--- src/sv/crm_pkg.sv ---
`timescale 1ns / 1ps
// crm_pkg: shared types, codes and defaults of the controller range mapper
// used by crm_ctrl, crm_dp and controller_range_mapper_top; no dependencies
package crm_pkg;

    localparam int CONTROLLERS_DEF = 128;
    localparam int SLOTS_DEF       = 8;
    localparam int TARGETS_DEF     = 64;

    localparam int IN_DATA_W  = 64;
    localparam int OUT_DATA_W = 32;
    localparam int COUNT_W    = 11;

    localparam logic [1:0] CMD_ADD = 2'd0;
    localparam logic [1:0] CMD_RM  = 2'd1;
    localparam logic [1:0] CMD_EVT = 2'd2;

    localparam logic [1:0] ST_OK       = 2'd0;
    localparam logic [1:0] ST_DUP      = 2'd1;
    localparam logic [1:0] ST_FULL     = 2'd2;
    localparam logic [1:0] ST_NOTFOUND = 2'd3;

    typedef struct packed {
        logic       valid;
        logic [6:0] in_lo;
        logic [6:0] in_hi;
        logic [7:0] out_lo;
        logic [7:0] out_hi;
        logic [5:0] target;
    } t_entry;

    typedef struct packed {
        logic       load;
        logic       rd;
        logic       idx_clr;
        logic       idx_inc;
        logic       seen_inc;
        logic       note;
        logic       clr_wr;
        logic       add_wr;
        logic       rm_wr;
        logic       div_start;
        logic       div_step;
        logic       pend_load;
        logic       emit;
        logic       e_map;
        logic       e_last;
        logic [1:0] e_st;
    } t_dp_cmd;

    typedef struct packed {
        logic [1:0] cmd;
        logic       rd_valid;
        logic       rd_hit;
        logic       dup;
        logic       have_empty;
        logic       have_pend;
        logic       idx_last_slot;
        logic       idx_last_all;
        logic       ctrl_oob;
        logic       tgt_oob;
        logic       ord_oob;
        logic       need_div;
        logic       div_done;
        logic       out_free;
    } t_dp_sts;

endpackage

--- src/sv/crm_ctrl.sv ---
`timescale 1ns / 1ps
// crm_ctrl: sequencer for clearing, add, remove and controller event walks
// depends on crm_pkg; drives crm_dp through command and status structs
module crm_ctrl (
    input  logic             i_clk,
    input  logic             i_rst_n,
    input  logic             i_s_tvalid,
    output logic             o_s_tready,
    output crm_pkg::t_dp_cmd o_cmd,
    input  crm_pkg::t_dp_sts i_sts
);

    localparam logic [3:0] S_CLR  = 4'd0;
    localparam logic [3:0] S_IDLE = 4'd1;
    localparam logic [3:0] S_DEC  = 4'd2;
    localparam logic [3:0] S_RD   = 4'd3;
    localparam logic [3:0] S_CHK  = 4'd4;
    localparam logic [3:0] S_MAP  = 4'd5;
    localparam logic [3:0] S_DIV  = 4'd6;
    localparam logic [3:0] S_AEND = 4'd7;
    localparam logic [3:0] S_EMIT = 4'd8;

    logic [3:0] r_state, n_state, r_after, n_after;
    logic       r_e_map, n_e_map, r_e_last, n_e_last;
    logic [1:0] r_e_st, n_e_st;
    logic       go_emit, g_map, g_last, fin;
    logic [1:0] g_st;
    logic [3:0] g_after;

    always_ff @(posedge i_clk) begin
        if (!i_rst_n) begin
            r_state  <= S_CLR;
            r_after  <= S_IDLE;
            r_e_map  <= 1'b0;
            r_e_last <= 1'b0;
            r_e_st   <= crm_pkg::ST_OK;
        end else begin
            r_state  <= n_state;
            r_after  <= n_after;
            r_e_map  <= n_e_map;
            r_e_last <= n_e_last;
            r_e_st   <= n_e_st;
        end
    end

    always_comb begin
        o_cmd      = '0;
        n_state    = r_state;
        go_emit    = 1'b0;
        g_map      = 1'b0;
        g_last     = 1'b1;
        g_st       = crm_pkg::ST_OK;
        g_after    = S_IDLE;
        fin        = 1'b0;
        o_s_tready = r_state == S_IDLE;
        case (r_state)
            S_CLR: begin
                o_cmd.clr_wr = 1'b1;
                if (i_sts.idx_last_all) begin
                    o_cmd.idx_clr = 1'b1;
                    n_state = S_IDLE;
                end else begin
                    o_cmd.idx_inc = 1'b1;
                end
            end
            S_IDLE: begin
                if (i_s_tvalid) begin
                    o_cmd.load = 1'b1;
                    n_state = S_DEC;
                end
            end
            S_DEC: begin
                case (i_sts.cmd)
                    crm_pkg::CMD_ADD: begin
                        if (i_sts.tgt_oob) begin
                            go_emit = 1'b1;
                            g_st = crm_pkg::ST_NOTFOUND;
                        end else if (i_sts.ctrl_oob) begin
                            go_emit = 1'b1;
                            g_st = crm_pkg::ST_FULL;
                        end else begin
                            n_state = S_RD;
                        end
                    end
                    crm_pkg::CMD_RM: begin
                        if (i_sts.ord_oob) begin
                            go_emit = 1'b1;
                            g_st = crm_pkg::ST_NOTFOUND;
                        end else begin
                            n_state = S_RD;
                        end
                    end
                    crm_pkg::CMD_EVT: begin
                        if (i_sts.ctrl_oob) begin
                            go_emit = 1'b1;
                        end else begin
                            n_state = S_RD;
                        end
                    end
                    default: begin
                        go_emit = 1'b1;
                        g_st = crm_pkg::ST_NOTFOUND;
                    end
                endcase
            end
            S_RD: begin
                o_cmd.rd = 1'b1;
                n_state = S_CHK;
            end
            S_CHK: begin
                case (i_sts.cmd)
                    crm_pkg::CMD_ADD: begin
                        o_cmd.note = 1'b1;
                        if (i_sts.idx_last_slot) begin
                            n_state = S_AEND;
                        end else begin
                            o_cmd.idx_inc = 1'b1;
                            n_state = S_RD;
                        end
                    end
                    crm_pkg::CMD_RM: begin
                        if (i_sts.rd_valid && i_sts.rd_hit) begin
                            o_cmd.rm_wr = 1'b1;
                            go_emit = 1'b1;
                        end else begin
                            o_cmd.seen_inc = i_sts.rd_valid;
                            if (i_sts.idx_last_all) begin
                                go_emit = 1'b1;
                                g_st = crm_pkg::ST_NOTFOUND;
                            end else begin
                                o_cmd.idx_inc = 1'b1;
                                n_state = S_RD;
                            end
                        end
                    end
                    default: begin
                        if (i_sts.have_pend) begin
                            go_emit = 1'b1;
                            g_map   = 1'b1;
                            g_last  = !i_sts.rd_valid;
                            g_after = i_sts.rd_valid ? S_MAP : S_IDLE;
                        end else if (!i_sts.rd_valid) begin
                            go_emit = 1'b1;
                        end else begin
                            n_state = S_MAP;
                        end
                    end
                endcase
            end
            S_MAP: begin
                if (i_sts.need_div) begin
                    o_cmd.div_start = 1'b1;
                    n_state = S_DIV;
                end else begin
                    fin = 1'b1;
                end
            end
            S_DIV: begin
                if (i_sts.div_done) begin
                    fin = 1'b1;
                end else begin
                    o_cmd.div_step = 1'b1;
                end
            end
            S_AEND: begin
                go_emit = 1'b1;
                if (i_sts.dup) begin
                    g_st = crm_pkg::ST_DUP;
                end else if (i_sts.have_empty) begin
                    o_cmd.add_wr = 1'b1;
                end else begin
                    g_st = crm_pkg::ST_FULL;
                end
            end
            S_EMIT: begin
                if (i_sts.out_free) begin
                    o_cmd.emit = 1'b1;
                    n_state = r_after;
                end
            end
            default: begin
                n_state = S_IDLE;
            end
        endcase

        // slot mapped: hold it, then look at the next slot or close the walk
        if (fin) begin
            o_cmd.pend_load = 1'b1;
            if (i_sts.idx_last_slot) begin
                go_emit = 1'b1;
                g_map   = 1'b1;
            end else begin
                o_cmd.idx_inc = 1'b1;
                n_state = S_RD;
            end
        end

        o_cmd.e_map  = r_e_map;
        o_cmd.e_last = r_e_last;
        o_cmd.e_st   = r_e_st;
        n_after  = r_after;
        n_e_map  = r_e_map;
        n_e_last = r_e_last;
        n_e_st   = r_e_st;
        if (go_emit) begin
            n_state  = S_EMIT;
            n_after  = g_after;
            n_e_map  = g_map;
            n_e_last = g_last;
            n_e_st   = g_st;
        end
    end

endmodule

--- config.mk ---
export PLATFORM = sky130hd
export DESIGN_NAME = crm_ctrl
export DESIGN_NICKNAME = d
export VERILOG_FILES = /design/src/sv/crm_pkg.sv /design/src/sv/crm_ctrl.sv
export SDC_FILE = /design/constraint.sdc
export NUM_CORES = 1
export LEC_CHECK = 0
export BUFFER_PORTS_ARGS = -buffer_cell sky130_fd_sc_hd__clkbuf_2
export CAP_MARGIN = 20
export CORE_MARGIN = 5
export CORE_UTILIZATION = 42
export CTS_CLUSTER_DIAMETER = 30
export DETAILED_ROUTE_END_ITERATION = 7
export GPL_TIMING_DRIVEN = 0
export MAX_ROUTING_LAYER = met4
export PLACE_DENSITY = 0.84
export SETUP_SLACK_MARGIN = 0.5
export SYNTH_ARGS = -nofsm -noshare
export SYNTH_HDL_FRONTEND = slang
export SYNTH_SLANG_ARGS = --single-unit
--- constraint.sdc ---
create_clock -name i_clk -period 1.6 [get_ports i_clk]
set_input_delay 0.08 -clock i_clk [delete_from_list [all_inputs] [get_ports i_clk]]
set_output_delay 0.08 -clock i_clk [all_outputs]
set_load 0.03 [all_outputs]
==> results of run 1 <==
[synth_stat cells (all sizes together) (3+ instances only)]
| master | count |
|---|---|
| clkbuf | 3 |
| nor2 | 10 |
| nor3b | 3 |
| nor3 | 3 |
| nand2b | 3 |
| dfxtp | 9 |
| nand3b | 3 |
| a211oi | 3 |
| inv | 7 |
| nand3 | 5 |
| a21oi | 12 |
| nor2b | 3 |
| nor4b | 3 |
| buf | 6 |
| nand2 | 7 |
| and2 | 3 |
[metrics by stage]
step                      util, %  worst slack [ns]  std cells
after CTS                   91.04           -0.2543        211
after detailed placement    63.14           -0.3065        177
after global placement      63.14           -0.2431        177
after floorplan                 -           -0.1086        115
[kinds of logic after synthesis]
group	after synthesis	synth area share (%)
buffers and inverters	16	8.862
multiplexers	1	1.329
AND/OR/NAND/NOR	52	36.19
flip-flops	9	21.27
AO/OA/AOI/OAI	37	32.35
[repair_timing]
| item | 4_1_cts |
|---|---|
| setup endpoints to repair | 23 |
| resized for setup | 65 |
| setup buffers | 30 |
| gates cloned | 0 |
| pin swaps | 23 |
| hold endpoints to repair | 0 |
==> results.toml, run 1 <==
[floorplanning]
pin_count = 36
rows = 16
die_y_um = 54.91
initial_core_util_pct = 43.62
die_width_um = 54.91

[yosys]
synth.area.top_cells = "dfxtp_1 21%, a21oi_1 6.5%, nor2_1 4.4%"
avgSynthCellArea_um2 = 7.366
syn-num-nets = 133
syn_area_um2 = 847.1
ys_types = 47
synth_top_cell_area_share_pct = 21.27
yosysTopAreaCell = "dfxtp_1"
synth_top_flop_cell = "dfxtp_1"
ys_async_sr_fraction_pct = 0
ys_warn_count = 0
synth-edff-count = 0
synth_cells = 115
yosys_register_bits = 9
seq_area_frac_synth_pct = 21.27

[outcome]
haltStage = "global routing"
error = "[ERROR DPL-0038] Utilization greater than 100%, impossible to legalize"
outcome = "stopped before the end"

[clock_network]
clockBufferDepth = 2
cts-root-buf = "clkbuf_4"
cts_hold_buffers = 0
cts_buffers = 3
cts_sinks = 9
htreeDepth = 1

[place]
dpl_cell_area_um2 = 1226
port_buffers = 35
gp_congestion = 0.8581
dpl.hpwl_mm = 1.986

[sta]
worst-ep-kind = "top-level output"
worstEndpointGrtRepair = "o_cmd[13]"

[global_route]
grt_max_degree = 11
==> run 2: changes to the inputs <==
==> config.mk (replaced) <==
export PLATFORM = sky130hd
export DESIGN_NAME = crm_ctrl
export DESIGN_NICKNAME = d
export VERILOG_FILES = /design/src/sv/crm_pkg.sv /design/src/sv/crm_ctrl.sv
export SDC_FILE = /design/constraint.sdc
export NUM_CORES = 1
export LEC_CHECK = 0
export BUFFER_PORTS_ARGS = -buffer_cell sky130_fd_sc_hd__clkbuf_2
export CAP_MARGIN = 20
export CORE_AREA = 5 5 66 68
export DETAILED_ROUTE_END_ITERATION = 7
export DIE_AREA = 0 0 71 73
export GPL_TIMING_DRIVEN = 0
export PLACE_DENSITY_LB_ADDON = 0.15
export SYNTH_ARGS = -nofsm -noshare
export SYNTH_HDL_FRONTEND = slang
export SYNTH_SLANG_ARGS = --single-unit
==> constraint.sdc (replaced) <==
create_clock -name i_clk -period 2.08 [get_ports i_clk]
set_input_delay 0.104 -clock i_clk [delete_from_list [all_inputs] [get_ports i_clk]]
set_output_delay 0.104 -clock i_clk [all_outputs]
set_load 0.03 [all_outputs]
==> run 2 against run 1 <==
Against the previous run: the flow now finishes without violations; area after synthesis did not move; synthesized cell count is the same.
==> results.toml, run 2 <==
[worst_hold_path]
min_to = "r_state[0]"
hp-class = "in2reg"
hp-start = "i_rst_n"
hold_depth = 2

[clock_network]
htreeDepth = 1
cts_buffers = 3
clk_pin_slew_ns = 0.05
cts_sinks = 9
clockBufferDepth = 2
cts_tree = "done"
post_cts_buffers = 0
worstSkewPairLatency_ns = 0.23
cts-root-buf = "clkbuf_8"

[setup_path]
path_max_fanout = 10
crit_required_ns = 1.98
regToRegEndpoint = "r_e_st[0]"
cp-start-kind = "register"
path_class = "reg2out"
r2r_slack_ns = 0.27
endpoint_kind = "output port"
cp.arrival_ns = 1.84
reg2reg_depth = 5
cp-startpoint = "r_state[0]"
reg2reg_from = "r_state[0]"

[routing]
drt_pass1_iterations = 4
drt_iter0_drc = 44
vias_per_cell = 4.784
ant_nets = 0
avgRoutedWirePerCell_um = 13.28
drt_wl_total_mm = 2.709
drc = 0
vias = 976

[place]
port_buffers = 35
gp_congestion = 0.7334
dpl_cell_area_um2 = 1102
dpl.hpwl_mm = 2.197
placedCellCount = 200

[outcome]
outcome = "completed"

[global_route]
gr-total-overflow = 0
grt_pass1_wl_mm = 4.540
grt_pass1_vias = 952
grt_use_total_pct = 10.81
grt_max_degree = 11
grt_antenna_before_repair = 0

[yosys]
synth_cells = 115
avgSynthCellArea_um2 = 7.366
yosys_register_bits = 9
synth_top_cell_area_share_pct = 21.27
syn-num-nets = 133
synth_commonest_cells = "11 x a21oi_1, 10 x nor2_1, 9 x dfxtp_1"
synth-edff-count = 0
seq_area_frac_synth_pct = 21.27
ys_async_sr_fraction_pct = 0
synth.area.top_cells = "dfxtp_1 21%, a21oi_1 6.5%, nor2_1 4.4%"
yosysMostFrequentCell = "a21oi_1"
yosysTopAreaCell = "dfxtp_1"
ys_warn_count = 0
syn_area_um2 = 847.1
ys_types = 47
synth_top_flop_cell = "dfxtp_1"

[final_layout]
area_growth_pct = 37.67
final.fill_count = 431
drive_gt1_share_pct = 38.96
multiInputGateArea_um2 = 623.1
layout_commonest_cell = "clkbuf_2"
n_antenna_cell = 0
reg_top3 = "r_state (4), r_e_st (2)"
regMostFlops = "r_state"
design_area_um2 = 1166
nets = 173
fin_util_pct = 30.70
layoutNonFillerInstCount = 204
largest_register_ffs = 4
seq_area_um2 = 181.4
final_cell_mix = "34 x clkbuf_2, 11 x a21oi_1, 9 x nor2_1, 8 x dfxtp_1"

[sta]
period_needed_ns = 1.941
worst_slew_pin_slew_ns = 0.5570
slew_headroom_pct = 62.58
skew_ns = 0.003792
finalSetupViolations = 0
fmax_mhz = 515.3
final_max_slew_viol_count = 0
hold_viol = 0
min_period_over_period_pct = 93.31

[run]
maxCapViolations = 0

[pwr]
power_density_nw_per_um2 = 1131
p_leak_nw = 0.4903
ir_drop_mv = 0.6224

[floorplanning]
pin_count = 36
initial_core_util_pct = 22.30
dieArea_um2 = 5183
die_width_um = 71
die_y_um = 73
rows = 23
core_area_um2 = 3799
-- run 2: per-layer routing --
metal,track usage (%),vias to the layer above,share of wire [%]
met4,1.879,0,0.30
met2,17.51,34,45
li1,-,502,-
met3,3.444,2,7.0
met1,14.25,438,48
met5,0,-,0
-- run 2: kinds of logic after synthesis --
| kind of cell | Yosys count | synth area share (%) |
|---|---|---|
| compound gates | 37 | 32.35 |
| buf+inv | 16 | 8.862 |
| flops | 9 | 21.27 |
| mux | 1 | 1.329 |
| simple gates | 52 | 36.19 |
-- run 2: critical path, cell delays in order, from the launching register on --
cell and delay (ns):
dfxtp_1 0.35, buf_2 0.20, or3_4 0.44, nor2_2 0.13
nand2_1 0.09, nor3b_1 0.21, buf_4 0.19
-- run 2: where the power goes --
part | total (mW) | leakage [nW] | switching, mW | internal, mW
clock network | 0.199 | 0.0228 | 0.0655 | 0.133
logic | 0.846 | 0.394 | 0.539 | 0.307
registers | 0.274 | 0.0736 | 0.0491 | 0.225
-- run 2: stage by stage --
step | hold slack (ns) | total power [mW] | TNS, ns | setup slack (ns)
global placement | 0.3806 | 1.104 | 0 | 0.09472
finish | 0.1452 | 1.319 | 0 | 0.1392
floorplan | 0.2352 | 0.8965 | 0 | 0.02315
CTS | 0.1466 | 1.321 | 0 | 0.02676
global route | 0.1572 | 1.429 | -0.0002669 | -0.0002669
detailed placement | 0.3869 | 1.109 | 0 | 0.1266
-- run 2: how the worst max path moves through the flow --
stage          slack [ns]         to  depth (start not counted)
2_1_floorplan        0.02  o_cmd[12]                          5
3_3_place_gp         0.09  r_e_st[1]                          5
3_5_place_dp         0.13  r_e_st[1]                          5
4_1_cts              0.03  o_cmd[12]                          6
5_1_grt           -0.0003  o_cmd[12]                          6
6_report             0.14  o_cmd[12]                          6
-- run 2: final cells by class --
cell class | instances | share of cell area [%]
well taps | 50 | 5.365
repair buffers | 35 | 15.24
flip-flops and latches | 9 | 15.56
plain buffers | 9 | 4.292
inverters | 7 | 2.253
multi-input cells | 90 | 53.43
clock buffers | 4 | 3.863
-- run 2: what timing repair did --
| action | 4_1_cts | 5_1_grt |
|---|---|---|
| hold buffers | 0 | 0 |
| gates resized for setup | 2 | 6 |
| endpoints found under the setup margin | 2 | 4 |
Power figures use the tool's default switching activity.
